[src/rtl/bcdcal_pkg.sv]
// bcdcal_pkg: shared types and constants for the bcd clock to calendar block
// no dependencies; imported by the decode, date and top level modules

package bcdcal_pkg;

    // range limits on the decoded fields
    localparam int unsigned SEC_MAX     = 59;
    localparam int unsigned MIN_MAX     = 59;
    localparam int unsigned HOUR_MAX    = 23;
    localparam int unsigned DAY_MAX     = 31;
    localparam int unsigned MONTH_MAX   = 12;
    localparam int unsigned CENTURY     = 100;
    // last accepted year is 2036, i.e. offset 36 from 2000
    localparam int unsigned YEAR_OFS_MAX = 2036 - 2000;

    // 2000-01-01 is a saturday (6); day numbers count from day 1, so base is 6 - 1
    localparam int unsigned WDAY_BASE   = 5;

    // month codes used by the day-of-year table and the leap-day check
    localparam logic [3:0] MONTH_FEB = 4'd2;
    localparam logic [3:0] MONTH_MAR = 4'd3;

    // decoded reading, handed from the decoder to the date logic
    typedef struct packed {
        logic       ok;
        logic [5:0] sec;
        logic [5:0] min;
        logic [4:0] hour;
        logic [4:0] day;
        logic [3:0] month;
        logic [5:0] year;
    } dec_t;

    // one finished result
    typedef struct packed {
        logic       valid_res;
        logic [5:0] seconds;
        logic [5:0] minutes;
        logic [4:0] hours;
        logic [4:0] day_of_month;
        logic [3:0] month_number;
        logic [5:0] year_offset;
        logic [8:0] year_day;
        logic [2:0] week_day;
    } res_t;

endpackage

[src/rtl/bcdcal_decode.sv]
// bcdcal_decode: converts six bcd bytes to binary and range-checks them
// depends on bcdcal_pkg

module bcdcal_decode
    import bcdcal_pkg::*;
(
    input  logic [7:0] sec_bcd,
    input  logic [7:0] min_bcd,
    input  logic [7:0] hour_bcd,
    input  logic [7:0] day_bcd,
    input  logic [7:0] month_bcd,
    input  logic [7:0] year_bcd,
    output dec_t       dec
);

    // tens*10 + units; nibbles above nine are not rejected, max 165
    function automatic logic [7:0] bcd2bin(input logic [7:0] b);
        logic [7:0] tens;
        begin
            tens = {4'd0, b[7:4]};
            bcd2bin = (tens << 3) + (tens << 1) + {4'd0, b[3:0]};
        end
    endfunction

    logic [7:0] sec_bin;
    logic [7:0] min_bin;
    logic [7:0] hour_bin;
    logic [7:0] day_bin;
    logic [7:0] month_bin;
    logic [7:0] year_raw;
    logic [7:0] year_bin;

    // binary conversion
    always_comb
    begin
        sec_bin   = bcd2bin(sec_bcd);
        min_bin   = bcd2bin(min_bcd);
        hour_bin  = bcd2bin(hour_bcd);
        day_bin   = bcd2bin(day_bcd);
        month_bin = bcd2bin(month_bcd);
        year_raw  = bcd2bin(year_bcd);
    end

    // year mod 100: raw value stays below twice the century
    assign year_bin = (year_raw >= 8'(CENTURY)) ? (year_raw - 8'(CENTURY)) : year_raw;

    // range checks and field packing
    always_comb
    begin
        dec.ok    = (sec_bin   <= 8'(SEC_MAX))   &&
                    (min_bin   <= 8'(MIN_MAX))   &&
                    (hour_bin  <= 8'(HOUR_MAX))  &&
                    (day_bin   <= 8'(DAY_MAX))   &&
                    (month_bin <= 8'(MONTH_MAX)) &&
                    (year_bin  <= 8'(YEAR_OFS_MAX));
        dec.sec   = sec_bin[5:0];
        dec.min   = min_bin[5:0];
        dec.hour  = hour_bin[4:0];
        dec.day   = day_bin[4:0];
        dec.month = month_bin[3:0];
        dec.year  = year_bin[5:0];
    end

endmodule

[src/rtl/bcdcal_date.sv]
// bcdcal_date: day of year and weekday from a decoded reading, zeroing on a failed check
// depends on bcdcal_pkg

module bcdcal_date
    import bcdcal_pkg::*;
(
    input  dec_t dec,
    output res_t res
);

    // days in the months before the given one, non-leap year
    function automatic logic [8:0] cum_days(input logic [3:0] m);
        begin
            unique case (m)
                4'd3:    cum_days = 9'd59;
                4'd4:    cum_days = 9'd90;
                4'd5:    cum_days = 9'd120;
                4'd6:    cum_days = 9'd151;
                4'd7:    cum_days = 9'd181;
                4'd8:    cum_days = 9'd212;
                4'd9:    cum_days = 9'd243;
                4'd10:   cum_days = 9'd273;
                4'd11:   cum_days = 9'd304;
                4'd12:   cum_days = 9'd334;
                MONTH_FEB: cum_days = 9'd31;
                default: cum_days = 9'd0;
            endcase
        end
    endfunction

    // mod 7 by folding octal digits (8 == 1 mod 7)
    function automatic logic [2:0] mod7(input logic [8:0] x);
        logic [4:0] s1;
        logic [3:0] s2;
        begin
            s1 = 5'(x[8:6]) + 5'(x[5:3]) + 5'(x[2:0]);
            s2 = 4'(s1[4:3]) + 4'(s1[2:0]);
            mod7 = (s2 >= 4'd7) ? 3'(s2 - 4'd7) : s2[2:0];
        end
    endfunction

    logic       leap_add;
    logic [8:0] yday;
    logic [3:0] leap_cnt;
    logic [8:0] wsum;

    // day of year; february gains a day when the year offset is a multiple of four
    assign leap_add = (dec.year[1:0] == 2'd0) && (dec.month >= MONTH_MAR);
    assign yday     = cum_days(dec.month) + 9'(leap_add) + 9'(dec.day);

    // leap days before this year: (y + 3) / 4; 365 is 1 mod 7
    assign leap_cnt = 4'((7'(dec.year) + 7'd3) >> 2);
    assign wsum     = 9'(dec.year) + 9'(leap_cnt) + yday + 9'(WDAY_BASE);

    // result, all zero when a check failed
    always_comb
    begin
        if (dec.ok)
        begin
            res.valid_res    = 1'b1;
            res.seconds      = dec.sec;
            res.minutes      = dec.min;
            res.hours        = dec.hour;
            res.day_of_month = dec.day;
            res.month_number = dec.month;
            res.year_offset  = dec.year;
            res.year_day     = yday;
            res.week_day     = mod7(wsum);
        end
        else
        begin
            res = '0;
        end
    end

endmodule

[src/rtl/bcd_clock_to_calendar.sv]
// bcd_clock_to_calendar: top level, input register, conversion logic, result register
// depends on bcdcal_pkg, bcdcal_decode, bcdcal_date
//
//  channel | handshake          | payload
//  --------+--------------------+-------------------------------------------------
//  in      | in_valid/in_ready  | sec_bcd min_bcd hour_bcd day_bcd month_bcd year_bcd
//  out     | out_valid/out_ready| valid_res seconds minutes hours day_of_month
//          |                    | month_number year_offset year_day week_day
//
// one request per cycle unless out_ready stalls; out_valid rises once an accepted request moves from the input
// register into the result register; the input register and the result register form a two-stage pipeline
// reset clears both stage valid flags; payload registers are not reset
// a stall on out_ready holds the result; in_ready stays high while the input stage is empty or can move

module bcd_clock_to_calendar
    import bcdcal_pkg::*;
(
    input  logic       clk,
    input  logic       rst_n,
    input  logic       in_valid,
    output logic       in_ready,
    input  logic [7:0] sec_bcd,
    input  logic [7:0] min_bcd,
    input  logic [7:0] hour_bcd,
    input  logic [7:0] day_bcd,
    input  logic [7:0] month_bcd,
    input  logic [7:0] year_bcd,
    output logic       out_valid,
    input  logic       out_ready,
    output logic       valid_res,
    output logic [5:0] seconds,
    output logic [5:0] minutes,
    output logic [4:0] hours,
    output logic [4:0] day_of_month,
    output logic [3:0] month_number,
    output logic [5:0] year_offset,
    output logic [8:0] year_day,
    output logic [2:0] week_day
);

    logic       in_vld_reg;
    logic       out_vld_reg;
    logic [7:0] sec_reg;
    logic [7:0] min_reg;
    logic [7:0] hour_reg;
    logic [7:0] day_reg;
    logic [7:0] month_reg;
    logic [7:0] year_reg;
    res_t       res_reg;
    res_t       res_next;
    dec_t       dec;
    logic       adv_out;
    logic       take_in;

    // pipeline flow control
    assign adv_out  = in_vld_reg && (!out_vld_reg || out_ready);
    assign in_ready = !in_vld_reg || adv_out;
    assign take_in  = in_valid && in_ready;

    // stage valid flags
    always_ff @(posedge clk or negedge rst_n)
    begin
        if (!rst_n)
        begin
            in_vld_reg  <= 1'b0;
            out_vld_reg <= 1'b0;
        end
        else
        begin
            if (in_ready)
                in_vld_reg <= in_valid;
            if (adv_out)
                out_vld_reg <= 1'b1;
            else if (out_ready)
                out_vld_reg <= 1'b0;
        end
    end

    // input register
    always_ff @(posedge clk)
    begin
        if (take_in)
        begin
            sec_reg   <= sec_bcd;
            min_reg   <= min_bcd;
            hour_reg  <= hour_bcd;
            day_reg   <= day_bcd;
            month_reg <= month_bcd;
            year_reg  <= year_bcd;
        end
    end

    // conversion logic
    bcdcal_decode u_decode (
        .sec_bcd   (sec_reg),
        .min_bcd   (min_reg),
        .hour_bcd  (hour_reg),
        .day_bcd   (day_reg),
        .month_bcd (month_reg),
        .year_bcd  (year_reg),
        .dec       (dec)
    );

    bcdcal_date u_date (
        .dec (dec),
        .res (res_next)
    );

    // result register
    always_ff @(posedge clk)
    begin
        if (adv_out)
            res_reg <= res_next;
    end

    assign out_valid    = out_vld_reg;
    assign valid_res    = res_reg.valid_res;
    assign seconds      = res_reg.seconds;
    assign minutes      = res_reg.minutes;
    assign hours        = res_reg.hours;
    assign day_of_month = res_reg.day_of_month;
    assign month_number = res_reg.month_number;
    assign year_offset  = res_reg.year_offset;
    assign year_day     = res_reg.year_day;
    assign week_day     = res_reg.week_day;

    // a rejected reading carries all-zero fields
    a_zero_on_fail: assert property (@(posedge clk) disable iff (!rst_n)
        out_valid && !valid_res |-> (seconds == 6'd0) && (minutes == 6'd0) &&
            (hours == 5'd0) && (day_of_month == 5'd0) && (month_number == 4'd0) &&
            (year_offset == 6'd0) && (year_day == 9'd0) && (week_day == 3'd0))
        else $error("rejected reading with nonzero fields");

    // accepted readings stay within calendar limits
    a_ranges: assert property (@(posedge clk) disable iff (!rst_n)
        out_valid && valid_res |-> (week_day <= 3'd6) && (year_day <= 9'd366) &&
            (month_number <= 4'd12) && (year_offset <= 6'd36))
        else $error("result field out of range");

    // the input stage is full whenever a request is refused
    a_ready_full: assert property (@(posedge clk) disable iff (!rst_n)
        !in_ready |-> in_vld_reg && out_vld_reg && !out_ready)
        else $error("in_ready low with room in the pipeline");

    // a moved request shows up at the output next cycle
    a_adv_out: assert property (@(posedge clk) disable iff (!rst_n)
        adv_out |=> out_vld_reg)
        else $error("advanced request lost");

endmodule
[config.mk]
export PLATFORM = sky130hd
export DESIGN_NAME = bcd_clock_to_calendar
export DESIGN_NICKNAME = d
export VERILOG_FILES = /design/src/rtl/bcdcal_pkg.sv /design/src/rtl/bcdcal_decode.sv /design/src/rtl/bcdcal_date.sv /design/src/rtl/bcd_clock_to_calendar.sv
export SDC_FILE = /design/constraint.sdc
export NUM_CORES = 1
export LEC_CHECK = 0
export ABC_CLOCK_PERIOD_IN_PS = 24800
export BUFFER_PORTS_ARGS = -buffer_cell sky130_fd_sc_hd__buf_2
export CAP_MARGIN = 20
export CORE_MARGIN = 4
export CORE_UTILIZATION = 59
export CTS_CLUSTER_DIAMETER = 40
export CTS_CLUSTER_SIZE = 14
export DETAILED_ROUTE_END_ITERATION = 7
export PLACE_DENSITY = 0.84
export SETUP_SLACK_MARGIN = 0.3
export SLEW_MARGIN = 25
export SYNTH_ARGS = -nofsm -noshare
export SYNTH_HDL_FRONTEND = slang
export SYNTH_SLANG_ARGS = --single-unit
[constraint.sdc]
create_clock -name clk -period 24.8 [get_ports clk]
set_input_delay 3.72 -clock clk [delete_from_list [all_inputs] [get_ports clk]]
set_output_delay 3.72 -clock clk [all_outputs]
set_load 0.05 [all_outputs]
# Word level (Yosys, flattened, before mapping)
# Memory sizes are Yosys's and may differ from the RTL's.
# Cells that the tools add are included.
dict set report totals {
  romBits 144
  inputBits 52
  elab_cells 69
  output_inout_bits 47
  memories 1
  regBits 95
}
# memory words width read_ports rd_clocked_by_memory_dff write_ports line_no
set memory_table {}
lappend memory_table {{(no name shown)} 16 9 1 0 0 bcdcal_date.sv:14} ;# unique case (m)
dict set report classes {
  reduce_logical 14
  mux 5
  n_addsub 23
  n_lt_le_gt_ge 9
}
# cell n
set op_table {}
lappend op_table {{7-bit by 5-bit adder with 8-bit output} 6}
lappend op_table {{8-bit by 4-bit adder with 8-bit output} 6}
lappend op_table {{45-bit two-way mux} 1}
lappend op_table {{8-bit by 6-bit less-or-equal comparator with 1-bit output (second input constant)} 3}
lappend op_table {{8-bit by 5-bit less-or-equal comparator with 1-bit output (second input constant)} 2}
lappend op_table {{9-bit by 1-bit adder with 9-bit output} 1}
lappend op_table {{9-bit by 3-bit adder with 9-bit output (second input constant)} 1}
lappend op_table {{9-bit by 5-bit adder with 9-bit output} 1}
lappend op_table {{9-bit adder} 1}
lappend op_table {{8-bit by 7-bit >= comparator with 1-bit output (second input constant)} 1}
lappend op_table {{8-bit by 4-bit less-or-equal comparator with 1-bit output (second input constant)} 1}
lappend op_table {{1-bit logical AND} 8}
lappend op_table {{8-bit two-way mux} 1}
lappend op_table {{8-bit by 7-bit subtractor with 8-bit output (second input constant)} 1}
lappend op_table {{6-bit by 4-bit adder with 7-bit output} 1}
lappend op_table {{6-bit by 2-bit adder with 6-bit output (second input constant)} 1}
lappend op_table {{5-bit by 3-bit adder with 5-bit output} 1}
lappend op_table {{2-bit by 3-bit adder with 4-bit output} 1}
lappend op_table {{3-bit by 3-bit adder with 4-bit output} 1}
lappend op_table {{4-bit by 2-bit >= comparator with 1-bit output (second input constant)} 1}
lappend op_table {{4-bit by 3-bit >= comparator with 1-bit output (second input constant)} 1}
lappend op_table {{3-bit two-way mux} 1}
lappend op_table {{3-bit subtractor (second input constant)} 1}
lappend op_table {{1-bit logical NOT} 2}
lappend op_table {{other kinds (4)} 6}

# Depth between registers and ports, before layout
# Gate-level depths: netlist of run 1.
dict set report logic_depth {
  depth_word 16
  depth_mapped 41
  depth_no_buf 40
}

# Cells and area by module
# From an unflattened synthesis of run 1, not the netlist that was laid out.
dict set report unflattened {
  hier_cells 503
  area_unflattened_um2 6128.4
}
# mod cells_each n_inst seq_area_each_um2 area_each_um2
set by_module_without_submodules {}
lappend by_module_without_submodules {bcd_clock_to_calendar 101 1 2842.7 2896.5}
lappend by_module_without_submodules {bcdcal_date 219 1 0.0 1694.1}
lappend by_module_without_submodules {bcdcal_decode 183 1 0.0 1537.7}

# Worst setup path before layout of run 1
# No wires, ideal clock.
dict set report synth_timing {
  kind {reg2reg}
  startpoint {reg year_reg[4]}
  endpoint {reg res_reg (netlist bit week_day[1]), data pin}
  setup_time_ns 0.260
  n_path_buf 1
  stages_incl_launch_ff 40
  synth_period_minus_slack_ns 8.769
  t_required_ns 24.540
  path_slack_ns 16.031
  arrival_ns 8.509
  path_cell_list {edfxtp_1 -> inv_1 -> fa_1 -> fa_1 -> ha_1 -> nand2_4 -> a21oi_4 -> o31a_1 -> buf_6 -> xnor2_1 -> xor2_1 -> ha_1 -> inv_1 -> fa_1 -> xnor3_4 -> nor4b_1 -> a211o_1 -> ha_1 -> [4 not listed] -> o21bai_1 -> a21oi_1 -> xnor2_1 -> fa_1 -> ha_1 -> a21o_1 -> a21oi_1 -> xor2_1 -> ha_1 -> inv_1 -> fa_1 -> inv_1 -> ha_1 -> and3_1 -> a311oi_1 -> a21oi_1 -> a211oi_1 -> nor3_2}
}
dict set report synth_via {
  elab_chain_len 15
  word_cells_on_any_way 21
  classes_between {13 x add/sub; 3 x order compare; 2 x mux; 3 x reduce/logical}
}
# item line_no
set synth_rtl {}
lappend synth_rtl {{from (decl)} bcd_clock_to_calendar.sv:48} ;# logic [7:0] year_reg;
lappend synth_rtl {{from (signal assigned)} bcd_clock_to_calendar.sv:89} ;# year_reg <= year_bcd;
lappend synth_rtl {{7-bit by 5-bit adder with 8-bit output *} bcdcal_decode.sv:21} ;# bcd2bin = (tens << 3) + (tens << 1) + {4'd0, b[3:0]};
lappend synth_rtl {{8-bit by 4-bit adder with 8-bit output *} bcdcal_decode.sv:21}
lappend synth_rtl {{8-bit by 7-bit subtractor with 8-bit output or 8-bit by 7-bit >= comparator with 1-bit output (tied branches)} bcdcal_decode.sv:45} ;# assign year_bin = (year_raw >= 8'(CENTURY)) ? (year_raw - 8'(CENTURY)) : year_raw;
lappend synth_rtl {{8-bit two-way mux *} bcdcal_decode.sv:45}
lappend synth_rtl {{2-bit logical NOT} bcdcal_date.sv:48} ;# assign leap_add = (dec.year[1:0] == 2'd0) && (dec.month >= MONTH_MAR);
lappend synth_rtl {{1-bit logical AND} bcdcal_date.sv:48}
lappend synth_rtl {{9-bit by 1-bit adder with 9-bit output} bcdcal_date.sv:49} ;# assign yday = cum_days(dec.month) + 9'(leap_add) + 9'(dec.day);
lappend synth_rtl {{9-bit by 5-bit adder with 9-bit output} bcdcal_date.sv:49}
lappend synth_rtl {{9-bit adder} bcdcal_date.sv:53} ;# assign wsum = 9'(dec.year) + 9'(leap_cnt) + yday + 9'(WDAY_BASE);
lappend synth_rtl {{9-bit by 3-bit adder with 9-bit output} bcdcal_date.sv:53}
lappend synth_rtl {{3-bit by 3-bit adder with 4-bit output} bcdcal_date.sv:36} ;# s1 = 5'(x[8:6]) + 5'(x[5:3]) + 5'(x[2:0]);
lappend synth_rtl {{5-bit by 3-bit adder with 5-bit output} bcdcal_date.sv:36}
lappend synth_rtl {{2-bit by 3-bit adder with 4-bit output} bcdcal_date.sv:37} ;# s2 = 4'(s1[4:3]) + 4'(s1[2:0]);
lappend synth_rtl {{4-bit by 3-bit >= comparator with 1-bit output or 3-bit subtractor (tied branches)} bcdcal_date.sv:38} ;# mod7 = (s2 >= 4'd7) ? 3'(s2 - 4'd7) : s2[2:0];
lappend synth_rtl {{3-bit two-way mux} bcdcal_date.sv:38}
lappend synth_rtl {{to (signal assigned)} bcd_clock_to_calendar.sv:113} ;# res_reg <= res_next;
lappend synth_rtl {{to (decl)} bcd_clock_to_calendar.sv:49} ;# res_t res_reg;
# Mark *: on every way between the ends. The rest lies on a longest branch, timed or not.
# A chain may end at the register's enable or synchronous reset.

# Final worst setup path of run 1
dict set report layout_timing {
  startpoint {reg year_reg[5]}
  endpoint {reg res_reg (netlist bit week_day[1]), data pin}
}
dict set report layout_via {
  elab_chain_len 15
  word_cells_on_any_way 21
  classes_between {13 x add/sub; 3 x order compare; 2 x mux; 3 x reduce/logical}
}
# item line_no
set layout_rtl {}
lappend layout_rtl {{7-bit by 5-bit adder with 8-bit output *} bcdcal_decode.sv:21}
lappend layout_rtl {{8-bit by 4-bit adder with 8-bit output *} bcdcal_decode.sv:21}
lappend layout_rtl {{8-bit by 7-bit >= comparator with 1-bit output} bcdcal_decode.sv:45}
lappend layout_rtl {{8-bit two-way mux *} bcdcal_decode.sv:45}
lappend layout_rtl {{2-bit logical NOT} bcdcal_date.sv:48}
lappend layout_rtl {{1-bit logical AND} bcdcal_date.sv:48}
lappend layout_rtl {{9-bit by 1-bit adder with 9-bit output} bcdcal_date.sv:49}
lappend layout_rtl {{9-bit by 5-bit adder with 9-bit output} bcdcal_date.sv:49}
lappend layout_rtl {{9-bit adder} bcdcal_date.sv:53}
lappend layout_rtl {{9-bit by 3-bit adder with 9-bit output} bcdcal_date.sv:53}
lappend layout_rtl {{3-bit by 3-bit adder with 4-bit output} bcdcal_date.sv:36}
lappend layout_rtl {{5-bit by 3-bit adder with 5-bit output} bcdcal_date.sv:36}
lappend layout_rtl {{2-bit by 3-bit adder with 4-bit output} bcdcal_date.sv:37}
lappend layout_rtl {{4-bit by 3-bit >= comparator with 1-bit output or 3-bit subtractor (tied branches)} bcdcal_date.sv:38}
lappend layout_rtl {{3-bit two-way mux} bcdcal_date.sv:38}
# Marked as above.

==> results of run 1 <==
-- path summary, 6_finish.rpt --
path	startpoint	endpoint	slack, ns	cells after the start
min in group asynchronous	rst_n	out_valid	3.15	1
worst max register to register	year_reg[5]	week_day[1]	15.10	38
max in group asynchronous	rst_n	in_vld_reg	21.55	1
worst min register to register	in_vld_reg	out_valid	0.49	1
worst min-delay path	in_vld_reg	out_valid	0.49	1
worst max-delay path	year_reg[5]	week_day[1]	15.10	38
-- metrics by stage --
step	worst slack (ns)	util [%]	instance area, um^2	hold slack (ns)
6_report	15.10	68.91	7536	0.4932
5_1_grt	14.60	68.91	7536	0.5337
4_1_cts	15.15	68.71	7513	0.4868
3_5_place_dp	15.18	65.87	7203	0.4715
3_3_place_gp	15.65	65.87	7203	0.4665
2_1_floorplan	16.03	-	6643	0.4490
-- layer usage --
| layer | global-route usage (%) | wire (um) |
|---|---|---|
| met1 | 26.23 | 5415 |
| met2 | 36.73 | 6732 |
| met3 | 4.070 | 828 |
| met4 | 8.709 | 331 |
| met5 | 0 | 0 |
-- layout make-up --
type	count	share of cell area (%)
multi-input cells	365	46.37
clock inverters	5	1.079
clock buffers	10	3.038
flip-flops and latches	95	37.72
inverters	52	2.590
well taps	140	2.324
repair buffers	100	6.874
-- cell families (layout without fill, tap and decap cells) --
| family | count (synthesis) | after routing | share of synthesized area, % |
|---|---|---|---|
| DFF | 95 | 95 | 42.80 |
| AOI/OAI and AO/OA | 87 | 87 | 9.795 |
| muxes | 10 | 10 | 1.808 |
| xor gates and xnor gates | 37 | 37 | 5.368 |
| adders and majority gates | 100 | 100 | 20.98 |
| buffers and inverters | 65 | 167 | 4.671 |
| and+or+nand+nor | 131 | 131 | 14.58 |
-- cell usage in the layout (no fill, tap or decap), types with 17 or more instances in the layout --
| master | Yosys | layout |
|---|---|---|
| ha_1 | 81 | 81 |
| fa_1 | 19 | 19 |
| nor3b_2 | 22 | 22 |
| xor2_1 | 18 | 18 |
| nor2_1 | 22 | 22 |
| buf_2 | 3 | 98 |
| nor3_2 | 17 | 17 |
| a21oi_1 | 26 | 26 |
| inv_1 | 51 | 51 |
| edfxtp_1 | 93 | 93 |
==> metrics.csv, run 1 <==
metric;value;unit
io_buffers;98;
drive_gt1_share;29.35;%
synthTopCellsByArea;edfxtp_1 (42%), ha_1 (15%), fa_1 (5.7%);
worstPathRequired;24.88;ns
die_area;13020;um^2
area_delta_synth_final;13.45;%
ys.flop_type;edfxtp_1;
groute.usage.overall;21.27;%
worst_path_most_repeated_cell;ha_1;
diodes;0;
skew;0.008835;ns
rsz0062_at_grt;no;
rows;38;
path_max_fanout;13;
die_w;114.1;um
dp.cells;751;
seqCellArea;2843;um^2
outcome;finished, final reports clean;
synth_edf_count;93;
largest_reg_flops;9;
clk_latency;0.34;ns
hold_class;flip-flop to flip-flop;
antenna_found_initial;0;
grt_pass1_vias;4612;
drc;0;
max_cap_violations;0;
synthArstFlopShare;2.105;%
post_cts_resized;0;
syn_nets;677;
slew_viol_final;0;
slowest_delay;0.55;ns
max_freq;0.1031;GHz
syn_avg_cell_area;12.65;um^2
cts_made_buffers;9;
drtPass1Iterations;5;
num_vias;4438;
synth-seq-area-share;42.80;%
hold_buffers;0;
io-pin-count;99;
clk_pin_slew;0.07;ns
n_fill_cell;785;
worstSetupStartpointType;flip-flop;
postCtsSetupRepairBufs;0;
period_share;39.13;%
synth_common_cells;edfxtp_1 (93), ha_1 (81), inv_1 (51), a21oi_1 (26);
final-hold-violation-count;0;
worst_path_dominant_cell_family;adder cells;
grt_max_degree;49;
synth_top_area_share;42.04;%
cts_buffer_depth;2;
start_util;60.74;%
yosys.cell_count.top_type;edfxtp_1;
drt.antenna.violating_nets;0;
h-tree-depth;3;
ys_types;75;
dpl.hpwl;9.870;mm
worst_path_max_delay_cell;ha_1;
gp_congestion;0.8706;
avgViaCountPerCell;5.786;
synth.cell_area;6643;um^2
yosys.area.top_type;edfxtp_1;
drtIter0Drc;261;
fin_tns_setup;0;ns
multi_input_area;3495;um^2
synth_cells;525;
yosysWarnings;0;
grt_pass1_wl;21.72;mm
worstMarginPinSlew;0.7279;ns
cts.sinks;95;
clock-root-buffer;clkbuf_16;
cts_tree;done;
coreArea;10940;um^2
worstSetupEndpointType;flip-flop;
cp.arrival;9.78;ns
synth_seq_cells;95;
stdcell_count;767;
finalSetupViolCount;0;
die_h;114.1;um
worstSetupPathType;flip-flop to flip-flop;
wl;13.31;mm
wl_per_cell;17.35;um
path_buf_inv;5;
final_net_count;775;
top_register;year_day;
relSlewSlack;51.48;%
grt_overflow;0;
fin_crit;9.703;ns
Power of run 1 is not shown: default switching activity piles up to over one toggle a cycle in this logic, so the estimate is an artifact.
==> inputs of run 2 (changes only) <==
--- a/config.mk
+++ b/config.mk
@@ -5,15 +5,16 @@
 export SDC_FILE = /design/constraint.sdc
 export NUM_CORES = 1
 export LEC_CHECK = 0
-export ABC_CLOCK_PERIOD_IN_PS = 24800
+export ABC_AREA = 1
+export ABC_CLOCK_PERIOD_IN_PS = 8500
 export BUFFER_PORTS_ARGS = -buffer_cell sky130_fd_sc_hd__buf_2
 export CAP_MARGIN = 20
 export CORE_MARGIN = 4
-export CORE_UTILIZATION = 59
+export CORE_UTILIZATION = 52
 export CTS_CLUSTER_DIAMETER = 40
 export CTS_CLUSTER_SIZE = 14
 export DETAILED_ROUTE_END_ITERATION = 7
-export PLACE_DENSITY = 0.84
+export PLACE_DENSITY = 0.79
 export SETUP_SLACK_MARGIN = 0.3
 export SLEW_MARGIN = 25
 export SYNTH_ARGS = -nofsm -noshare
==> constraint.sdc (replaced) <==
create_clock -name clk -period 8.5 [get_ports clk]
set_input_delay 1.275 -clock clk [delete_from_list [all_inputs] [get_ports clk]]
set_output_delay 1.275 -clock clk [all_outputs]
set_load 0.05 [all_outputs]
==> metrics.csv, run 2 <==
metric;value;unit
pre_cts_slack;0.3937;ns
groute.usage.overall;19.25;%
h-tree-depth;3;
drive_gt1_share;22.97;%
slowest_delay;0.61;ns
synth.cell_area;6038;um^2
dpl-instance-area;6678;um^2
ff2ff_setup_slack;0.68;ns
r2r-end;week_day[0];
coreArea;11370;um^2
yosys.area.top_type;edfxtp_1;
drtPass1Iterations;4;
synthArstFlopShare;2.105;%
yosys.cell_count.top_type;inv_1;
clock-root-buffer;clkbuf_16;
cts_made_buffers;9;
design_area;7088;um^2
start_util;53.11;%
syn_avg_cell_area;10.65;um^2
dpl.hpwl;9.206;mm
fin_tns_setup;0;ns
clk_latency;0.34;ns
rows;39;
hold_end;out_valid;
worst_path_max_delay_cell;fa_2;
die_h;115.8;um
cts.sinks;95;
fin_crit;7.820;ns
finalSetupViolCount;0;
period_share;92.00;%
path_buf_inv;8;
drt.antenna.violating_nets;0;
synth_cells;567;
cts_tree;done;
synthTopCellsByArea;edfxtp_1 (46%), ha_1 (17%), inv_1 (6.4%);
diodes;0;
grt_pass1_vias;4494;
hold_start;in_vld_reg;
drc;0;
grt_overflow;0;
synth_common_cells;inv_1 (103), edfxtp_1 (93), ha_1 (81), nand2_1 (70), nor2_1 (58);
worstMarginPinSlew;0.9136;ns
synth_seq_cells;95;
synth_edf_count;93;
r2r_start;year_reg[5];
fin_ws;0.6801;ns
wl;12.35;mm
avgViaCountPerCell;5.203;
worstSetupEndpointType;flip-flop;
gp_congestion;0.8573;
largest_reg_flops;9;
outcome;finished, final reports clean;
max_freq;0.1279;GHz
final_net_count;826;
grt_pass1_wl;20.29;mm
synth-seq-area-share;47.08;%
yosysWarnings;0;
relSlewSlack;39.01;%
cts_buffer_depth;2;
synth_top_area_share;46.25;%
mostFrequentLayoutCells;inv_1 (98), buf_2 (98), edfxtp_1 (93), ha_1 (77), nand2_1 (68);
die_w;115.8;um
worst_path_dominant_cell_family;adder cells;
area_delta_synth_final;17.39;%
syn_nets;719;
clk_pin_slew;0.07;ns
wl_per_cell;15.03;um
ys.flop_type;edfxtp_1;
die_area;13400;um^2
drtIter0Drc;179;
slew_viol_final;0;
max_cap_violations;0;
cp.depth;42;
grt_max_degree;49;
worst_path_most_repeated_cell;ha_1;
cp.arrival;7.89;ns
worstSetupPathType;flip-flop to flip-flop;
ys_types;37;
r2r_cells;42;
num_vias;4277;
io-pin-count;99;
top_register;year_day;
skew;0.006604;ns
rsz0062_at_grt;no;
hold_depth;2;
worstPathRequired;8.57;ns
worstSetupStartpointType;flip-flop;
path_max_fanout;6;
hold_class;flip-flop to flip-flop;
final-hold-violation-count;0;
io_buffers;98;
antenna_found_initial;0;
==> run 2: metrics by stage <==
step | utilization (%) | cells | hold WS, ns
2_1_floorplan | - | 567 | 0.4471
3_3_place_gp | 58.73 | 804 | 0.4905
3_5_place_dp | 58.73 | 804 | 0.5158
4_1_cts | 61.32 | 820 | 0.5335
5_1_grt | 62.34 | 822 | 0.5761
6_report | 62.34 | 822 | 0.5315
==> run 2: layer usage <==
layer	GRT usage, %	vias up	share of wire (%)
li1	-	2116	-
met1	23.25	2000	40
met5	0	-	0
met2	33.60	131	51
met3	3.969	30	5.6
met4	7.889	0	2.7
==> run 2: timing repair <==
item	CTS	global route
resized for setup	0	23
endpoints found under the setup margin	0	3
hold buffers	0	0
setup buffers	0	2
==> run 2: worst min-delay path, stage by stage, from the launching register on <==
cell	delay (ns)
dfrtp_1	0.36
inv_1	0.08
nand2_1	0.06
==> run 2: worst max path at each step <==
stage                   to        start  slack (ns)
2_1_floorplan  week_day[0]  year_reg[4]        1.08
3_3_place_gp   week_day[1]  year_reg[4]        0.82
3_5_place_dp   week_day[0]  year_reg[4]        0.39
4_1_cts        week_day[0]  year_reg[4]        0.37
5_1_grt        week_day[1]  year_reg[5]        0.21
6_report       week_day[0]  year_reg[5]        0.68
==> run 2: final cells by class <==
cell class	instances	area, um^2
fill	890	4282
clock inverter	7	68.82
inverter	105	396.6
multi-input combinational	362	2863
clock buffer	9	225.2
tap	143	178.9
timing repair buffer	101	513.0
sequential	95	2843
==> run 2: cell families (layout without fill, tap and decap cells) <==
kind of cell | after synthesis | after routing | share of synthesized area (%)
simple gates | 178 | 178 | 12.76
flops | 95 | 95 | 47.08
buf+inv | 110 | 222 | 7.356
compound gates | 57 | 57 | 5.678
xor+xnor | 27 | 27 | 4.041
fa+ha+maj | 100 | 100 | 23.08
Power of run 2 is left out for the same reason.
